`src/hw/rtl/bdqs_pkg.sv`:
```
// Shared types and constants for the byte deque with search.
// Depends on nothing; imported by bdqs_ram users and byte_deque_with_search.
package bdqs_pkg;

	localparam int DEPTH = 16;
	localparam int IDX_W = (DEPTH > 1) ? $clog2(DEPTH) : 1;
	localparam int CNT_W = $clog2(DEPTH + 1);
	localparam int POS_W = 4;
	localparam int OCNT_W = 5;

	typedef enum logic [2:0] {
		MODE_INS_FRONT = 3'd0,
		MODE_INS_BACK  = 3'd1,
		MODE_REM_FRONT = 3'd2,
		MODE_REM_BACK  = 3'd3,
		MODE_SEARCH    = 3'd4
	} mode_t;

	typedef enum logic [1:0] {
		STAT_OK        = 2'd0,
		STAT_EMPTY     = 2'd1,
		STAT_NOT_FOUND = 2'd2,
		STAT_FULL      = 2'd3
	} status_t;

	typedef struct packed {
		logic [2:0] mode;
		logic [7:0] data;
	} req_t;

	typedef struct packed {
		status_t           status;
		logic [POS_W-1:0]  position;
		logic [OCNT_W-1:0] count;
	} rsp_t;

	function automatic logic [IDX_W-1:0] slot_inc(input logic [IDX_W-1:0] slot);
		logic [IDX_W-1:0] r;
		if (slot == IDX_W'(DEPTH - 1))
			r = '0;
		else
			r = slot + IDX_W'(1);
		return r;
	endfunction

	function automatic logic [IDX_W-1:0] slot_dec(input logic [IDX_W-1:0] slot);
		logic [IDX_W-1:0] r;
		if (slot == '0)
			r = IDX_W'(DEPTH - 1);
		else
			r = slot - IDX_W'(1);
		return r;
	endfunction

endpackage

```
`src/hw/rtl/byte_deque_with_search.sv`:
```
// Top level of the byte deque: ring pointers, operation sequencer and store.
// Depends on bdqs_pkg and bdqs_ram.

// Bounded double-ended byte queue with a search from the front. Start a
// transaction by raising start with req while busy is low; the result shows
// on rsp for exactly one cycle with done high and cannot be held off. Inserts,
// removes, unused modes and a search of an empty queue give their result in the
// cycle after acceptance, and a new transaction may be started in that same
// cycle. A search reads one stored byte per cycle through the single read
// port of the store: a hit is reported once the byte at its position has
// been compared, a miss once every held byte has been compared, with busy
// high meanwhile. Store contents are undefined after reset; only held entries
// are ever compared.
module byte_deque_with_search (
	input  logic          clk,
	input  logic          arst_n,
	input  logic          start,
	input  bdqs_pkg::req_t req,
	output logic          busy,
	output logic          done,
	output bdqs_pkg::rsp_t rsp
);
	import bdqs_pkg::*;

	typedef enum logic {ST_IDLE, ST_SCAN} state_t;

	state_t           state_q;
	logic [IDX_W-1:0] front_q;
	logic [CNT_W-1:0] count_q;
	logic [IDX_W-1:0] scan_slot_q;
	logic [IDX_W-1:0] scan_idx_q;
	logic [7:0]       key_q;
	logic             done_q;
	rsp_t             rsp_q;

	logic             accept;
	logic             full;
	logic             empty;
	logic             hit;
	logic             last;
	logic [IDX_W-1:0] front_dec;
	logic [IDX_W-1:0] front_inc;
	logic [IDX_W:0]   back_sum;
	logic [IDX_W-1:0] back_slot;

	logic             we;
	logic [IDX_W-1:0] waddr;
	logic             re;
	logic [IDX_W-1:0] raddr;
	logic [7:0]       rdata;

	assign busy = (state_q == ST_SCAN);
	assign done = done_q;
	assign rsp = rsp_q;

	assign accept = start && !busy;
	assign full = (count_q == CNT_W'(DEPTH));
	assign empty = (count_q == '0);
	assign hit = (rdata == key_q);
	assign last = ((CNT_W'(scan_idx_q) + CNT_W'(1)) == count_q);
	assign front_dec = slot_dec(front_q);
	assign front_inc = slot_inc(front_q);
	assign back_sum = (IDX_W+1)'(front_q) + (IDX_W+1)'(count_q);
	assign back_slot = (back_sum >= (IDX_W+1)'(DEPTH)) ?
		IDX_W'(back_sum - (IDX_W+1)'(DEPTH)) : IDX_W'(back_sum);

	always_comb begin
		we = 1'b0;
		waddr = front_dec;
		re = 1'b0;
		raddr = front_q;
		if (accept) begin
			unique case (req.mode)
				MODE_INS_FRONT: begin
					we = !full;
					waddr = front_dec;
				end
				MODE_INS_BACK: begin
					we = !full;
					waddr = back_slot;
				end
				MODE_SEARCH: begin
					re = !empty;
					raddr = front_q;
				end
				default: begin
					we = 1'b0;
				end
			endcase
		end else if (state_q == ST_SCAN) begin
			re = 1'b1;
			raddr = scan_slot_q;
		end
	end

	bdqs_ram #(
		.WIDTH(8),
		.DEPTH(DEPTH)
	) u_store (
		.clk  (clk),
		.we   (we),
		.waddr(waddr),
		.wdata(req.data),
		.re   (re),
		.raddr(raddr),
		.rdata(rdata)
	);

	always_ff @(posedge clk or negedge arst_n) begin
		if (!arst_n) begin
			state_q <= ST_IDLE;
			front_q <= '0;
			count_q <= '0;
			scan_slot_q <= '0;
			scan_idx_q <= '0;
			key_q <= '0;
			done_q <= 1'b0;
			rsp_q <= '0;
		end else begin
			done_q <= 1'b0;
			unique case (state_q)
				ST_IDLE: begin
					if (accept) begin
						done_q <= 1'b1;
						rsp_q.status <= STAT_OK;
						rsp_q.position <= '0;
						rsp_q.count <= OCNT_W'(count_q);
						unique case (req.mode)
							MODE_INS_FRONT: begin
								if (full) begin
									rsp_q.status <= STAT_FULL;
								end else begin
									front_q <= front_dec;
									count_q <= count_q + CNT_W'(1);
									rsp_q.count <= OCNT_W'(count_q + CNT_W'(1));
								end
							end
							MODE_INS_BACK: begin
								if (full) begin
									rsp_q.status <= STAT_FULL;
								end else begin
									count_q <= count_q + CNT_W'(1);
									rsp_q.count <= OCNT_W'(count_q + CNT_W'(1));
								end
							end
							MODE_REM_FRONT: begin
								if (empty) begin
									rsp_q.status <= STAT_EMPTY;
								end else begin
									front_q <= front_inc;
									count_q <= count_q - CNT_W'(1);
									rsp_q.count <= OCNT_W'(count_q - CNT_W'(1));
								end
							end
							MODE_REM_BACK: begin
								if (empty) begin
									rsp_q.status <= STAT_EMPTY;
								end else begin
									count_q <= count_q - CNT_W'(1);
									rsp_q.count <= OCNT_W'(count_q - CNT_W'(1));
								end
							end
							MODE_SEARCH: begin
								if (empty) begin
									rsp_q.status <= STAT_EMPTY;
								end else begin
									done_q <= 1'b0;
									key_q <= req.data;
									scan_idx_q <= '0;
									scan_slot_q <= front_inc;
									state_q <= ST_SCAN;
								end
							end
							default: begin
								rsp_q.status <= STAT_OK;
							end
						endcase
					end
				end
				ST_SCAN: begin
					priority if (hit) begin
						done_q <= 1'b1;
						rsp_q.status <= STAT_OK;
						rsp_q.position <= POS_W'(scan_idx_q);
						rsp_q.count <= OCNT_W'(count_q);
						state_q <= ST_IDLE;
					end else if (last) begin
						done_q <= 1'b1;
						rsp_q.status <= STAT_NOT_FOUND;
						rsp_q.position <= '0;
						rsp_q.count <= OCNT_W'(count_q);
						state_q <= ST_IDLE;
					end else begin
						scan_idx_q <= scan_idx_q + IDX_W'(1);
						scan_slot_q <= slot_inc(scan_slot_q);
					end
				end
				default: begin
					state_q <= ST_IDLE;
				end
			endcase
		end
	end

	a_no_done_while_busy: assert property (@(posedge clk) disable iff (!arst_n)
		busy |-> !done)
		else $error("result strobe during search scan");

	a_count_bounded: assert property (@(posedge clk) disable iff (!arst_n)
		count_q <= CNT_W'(DEPTH))
		else $error("held count exceeds depth");

	a_short_op_one_cycle: assert property (@(posedge clk) disable iff (!arst_n)
		(accept && (req.mode != MODE_SEARCH || empty)) |=> (done && !busy))
		else $error("non-scanning transaction did not finish in one cycle");

	a_full_refusal_count: assert property (@(posedge clk) disable iff (!arst_n)
		(done && rsp.status == STAT_FULL) |-> (rsp.count == OCNT_W'(DEPTH)))
		else $error("insert refused while not full");

endmodule

```
`src/hw/rtl/bdqs_ram.sv`:
```
// Generic single-clock RAM: one write port, one read port, registered read data.
// Standalone; no package dependency.
module bdqs_ram #(
	parameter int WIDTH = 8,
	parameter int DEPTH = 16,
	parameter int AW = (DEPTH > 1) ? $clog2(DEPTH) : 1
) (
	input  logic             clk,
	input  logic             we,
	input  logic [AW-1:0]    waddr,
	input  logic [WIDTH-1:0] wdata,
	input  logic             re,
	input  logic [AW-1:0]    raddr,
	output logic [WIDTH-1:0] rdata
);

	logic [WIDTH-1:0] mem [DEPTH];

	always_ff @(posedge clk) begin
		if (we)
			mem[waddr] <= wdata;
	end

	always_ff @(posedge clk) begin
		if (re)
			rdata <= mem[raddr];
	end

endmodule

```
`config.mk`:
```
export PLATFORM = sky130hd
export DESIGN_NAME = byte_deque_with_search
export DESIGN_NICKNAME = d
export VERILOG_FILES = /design/src/hw/rtl/bdqs_pkg.sv /design/src/hw/rtl/byte_deque_with_search.sv /design/src/hw/rtl/bdqs_ram.sv
export SDC_FILE = /design/constraint.sdc
export NUM_CORES = 1
export LEC_CHECK = 0
export ABC_AREA = 1
export BUFFER_PORTS_ARGS = -buffer_cell sky130_fd_sc_hd__buf_2
export CAP_MARGIN = 25
export CORE_MARGIN = 5
export CORE_UTILIZATION = 37
export CTS_CLUSTER_DIAMETER = 60
export DETAILED_ROUTE_END_ITERATION = 7
export GPL_ROUTABILITY_DRIVEN = 0
export PLACE_DENSITY = 0.52
export SKIP_LAST_GASP = 1
export SYNTH_ARGS = -nofsm -noshare
export SYNTH_HDL_FRONTEND = slang
export SYNTH_SLANG_ARGS = --single-unit
```
`constraint.sdc`:
```
create_clock -name clk -period 2.3 [get_ports clk]
set_input_delay 0.69 -clock clk [delete_from_list [all_inputs] [get_ports clk]]
set_output_delay 0.69 -clock clk [all_outputs]
set_load 0.005 [all_outputs]
```
==> out/summary.txt <==
Clock tree from TritonCTS -> done
Net Sw Power -> 5490 µW
Row count -> 54
Chip Height -> 159 µm
Via count of the routed design -> 6,063
Type of the worst min-delay path -> primary input to async pin
Met2 Track Usage GR -> 0.260
Layer with the highest usage -> met2
Switching Share -> 0.411
Slowest Stage Delay on Critical Path -> 540 ps
Number of enable flip-flop cells after synthesis -> 136
Area of the mapped netlist -> 0.00823 mm²
Met1 track demand over resource in global routing -> 0.232
Most frequently used flop master after synthesis -> sky130_fd_sc_hd__edfxtp_1
Number of max-slew violations in the final report -> 0
Detailed Route WL -> 20.9 mm
Share of layout cells above drive strength 1 -> 0.213
Number of synthesized register bits -> 174
Mean Syn Cell Area -> 10.3 µm²
Final count of negative-setup-slack endpoints -> 0
Asr flop ratio synth -> 0.218
Destination of the critical timing path -> u_store.mem[0][0]$_DFFE_PP_
GR Util All Layers -> 0.165
Count of cell instances traversed by the critical path -> 9
Minimum setup slack among reg-to-reg paths -> 30 ps
Beginning of the worst register-to-register path -> front_q[0]$_DFFE_PN0P_
Total iterations of the first detailed-routing run -> 5
Post-route clock period utilization -> 0.986
Proportion of power drawn by flip-flops and latches -> 0.312
VDD IR-drop max -> 0.000686 V
Critical Path Sink Type -> flip-flop
Setup CP Type -> flip-flop to flip-flop
Clock buffer count from CTS -> 17
Cell chosen for the clock root -> sky130_fd_sc_hd__clkbuf_16
Number of antenna violations at the first check in global routing -> 0
Post-synthesis instance total -> 801
Clock insertion delay at the later pin of the skew report -> 430 ps
Library cell contributing the largest single delay on the critical path -> sky130_fd_sc_hd__fa_2
Total DRC errors in the routed layout -> 0
Number of routed nets with antenna violations -> 0
Top Ports -> 27
MaxCap Viol Count -> 0
Std-Cell Core Area -> 0.0219 mm²
Int Power -> 7860 µW
Final net count -> 918
DRT iter0 DRCs -> 432
Maximum fanout along the worst path -> 8
Maximum number of pins on one net before global-route repair -> 45
R2R Path End -> u_store.mem[0][0]$_DFFE_PP_
Ant. Diodes -> 0
Part of the Yosys area used for sequential elements -> 0.612
Number of sinks driven by the clock tree -> 174
Yosys cell types -> 34
Number of cells traversed by the worst register-to-register path -> 9
Endpoints failing hold -> 0
Buffers & Inverters on Critical Path -> 4
Cells along the critical path -> ha_2, inv_1, fa_2, o21ai_2, inv_1, nand3_2, buf_4, nor2_1, buf_4
Sum Neg Setup Slack -> 0 ps
Number of buffer cells added on primary ports -> 26
Run status -> finished, final reports clean
Clock period minus final worst setup slack -> 2270 ps
Average routed wire per standard cell -> 17.6 µm
Net count after synthesis -> 825
Setup repair after global routing missed its margin -> true
Worst clock skew -> 13.0 ps
Hold Worst Slack -> 299 ps
Arrival time of the worst setup path -> 2400 ps
Half-perimeter wire length after placement -> 14.0 mm
FMAX -> 441 MHz
Reg clk slew, reported paths -> 70 ps
Actual slew at the worst max-slew pin -> 533 ps
Vias per inst -> 5.11
Die ar. -> 0.0253 mm²
Worst endpoint required time -> 2430 ps
LEAKAGE -> 0.00407 µW
Share of power burned in combinational logic -> 0.474
Horizontal extent of the die -> 159 µm
Slew HR -> 0.645
Part of the power in the clock network -> 0.213
Bufs on Longest Clock Path -> 2
Timing startpoint of the critical path -> front_q[0]$_DFFE_PN0P_
Depth of the CTS H-tree -> 4
Number of global-route vias before repair -> 5,963
Global-route track usage on met3 -> 0.0311
Power density over cell area -> 1350 mW/mm²
Overflow left after global routing -> 0
Crit path launch type -> flip-flop
Number of warnings issued by yosys -> 0
Area overhead of the layout relative to synthesis -> 20.2%
Utilization after layout -> 0.452
Dominant delay contributor by cell family on the critical path -> adder cells
Fin cells -> 1,187
Global-route wire length before repair -> 32.8 mm
Effective utilization at floorplan -> 0.376
Total power of the final layout -> 13,300 µW
Placed Cells incl. Taps -> 1,152
[cell type report]
class / count / area, µm²
inverter: 89 / 337
timing repair buffer: 110 / 856
clock inverter: 15 / 148
fill: 2078 / 12000
sequential: 174 / 5030
tap: 280 / 350
clock buffer: 17 / 425
multi-input combinational: 502 / 2740
[worst min path at each step]
stage	from	end	slack [ps]	depth (start not counted)
2_1_floorplan	arst_n	busy$_DFF_PN0_	390	0
3_3_place_gp	rsp[8]$_DFFE_PN0P_	rsp[8]$_DFFE_PN0P_	450	2
3_5_place_dp	rsp[7]$_DFFE_PN0P_	rsp[7]$_DFFE_PN0P_	450	2
4_1_cts	arst_n	rsp[3]$_DFFE_PN0P_	320	2
5_1_grt	arst_n	rsp[3]$_DFFE_PN0P_	340	2
6_report	arst_n	rsp[3]$_DFFE_PN0P_	300	2
[timing repair]
action                     4_1_cts  5_1_grt
buffers inserted                 1        1
pin swaps                        6        6
setup endpoints to repair      120      143
hold buffers                     0        0
cloned                           0        1
resized for setup               13       39
[kinds of logic after synthesis]
kind of cell               Yosys count  synth area share
buffers and inverters              125            0.0722
and+or+nand+nor                    321             0.170
DFF                                174             0.612
AOI/OAI and AO/OA                  160             0.118
adders and majority gates           10            0.0161
muxes                                1           0.00137
xor gates and xnor gates            10            0.0106
[cell usage in the layout, fill, tap and decap left out, types with 19 or more instances in the layout]
| cell | n |
|---|---|
| sky130_fd_sc_hd__a21oi_1 | 41 |
| sky130_fd_sc_hd__buf_2 | 26 |
| sky130_fd_sc_hd__buf_4 | 67 |
| sky130_fd_sc_hd__dfrtp_1 | 38 |
| sky130_fd_sc_hd__edfxtp_1 | 136 |
| sky130_fd_sc_hd__inv_1 | 82 |
| sky130_fd_sc_hd__nand2_1 | 177 |
| sky130_fd_sc_hd__nand3_1 | 73 |
| sky130_fd_sc_hd__nor2_1 | 27 |
| sky130_fd_sc_hd__o211ai_1 | 61 |
| sky130_fd_sc_hd__o21ai_0 | 33 |
| sky130_fd_sc_hd__o21ai_1 | 19 |
[power by group through the flow]
stage	sequential, µW	clock (µW)	combinational (µW)
detailed placement	4240	0	5840
finish	4170	2840	6330
global route	4230	3070	7040
global placement	4230	0	5840
CTS	4170	2890	5980
floorplan	4200	0	3850
[registers in the layout, indices dropped and copies added, names as in the netlist]
register and flops:
u_store.mem 128, scan_slot_q 4, count_q 5, rsp 11, scan_idx_q 4, busy 1, done 1, front_q 4
u_store.rdata 8, key_q 8
[worst reg2reg max path, stage by stage, from the launching register on]
cell                      delay [ps]
sky130_fd_sc_hd__dfrtp_1         390
sky130_fd_sc_hd__ha_2            200
sky130_fd_sc_hd__inv_1            50
sky130_fd_sc_hd__fa_2            540
sky130_fd_sc_hd__o21ai_2          60
sky130_fd_sc_hd__inv_1           100
sky130_fd_sc_hd__nand3_2         110
sky130_fd_sc_hd__buf_4           180
sky130_fd_sc_hd__nor2_1          150
sky130_fd_sc_hd__buf_4           200
[cell usage after synthesis, types with 5 or more instances]
library cell               instances  area, µm²
sky130_fd_sc_hd__inv_1            84        315
sky130_fd_sc_hd__nand3_1          79        395
sky130_fd_sc_hd__xnor2_1           6       52.6
sky130_fd_sc_hd__clkbuf_1          6       22.5
sky130_fd_sc_hd__buf_4             8       60.1
sky130_fd_sc_hd__o21ai_1          22        110
sky130_fd_sc_hd__o211ai_1         61        458
sky130_fd_sc_hd__ha_1              9        113
sky130_fd_sc_hd__dfrtp_1          38        951
sky130_fd_sc_hd__inv_2             5       18.8
sky130_fd_sc_hd__buf_2             9       45.0
sky130_fd_sc_hd__buf_6            11        124
sky130_fd_sc_hd__nor2_1           40        150
sky130_fd_sc_hd__nand2_1         178        668
sky130_fd_sc_hd__o21ai_0          33        165
sky130_fd_sc_hd__a21oi_1          41        205
sky130_fd_sc_hd__edfxtp_1        136       4080
sky130_fd_sc_hd__nand4_1           7       43.8
[routing by layer]
layer	part of all wire	vias up
met5	0	-
met4	0.014	0
met3	0.042	22
met2	0.47	134
met1	0.48	2942
li1	-	2965
[stage by stage]
step                setup WS (ps)  area, µm²
floorplan                   -11.2       8230
CTS                          -156       9710
finish                       31.1       9890
global route                -87.2       9890
detailed placement           -304       9080
global placement             -258       9080
Note: power is estimated with default switching activity, not from simulation.
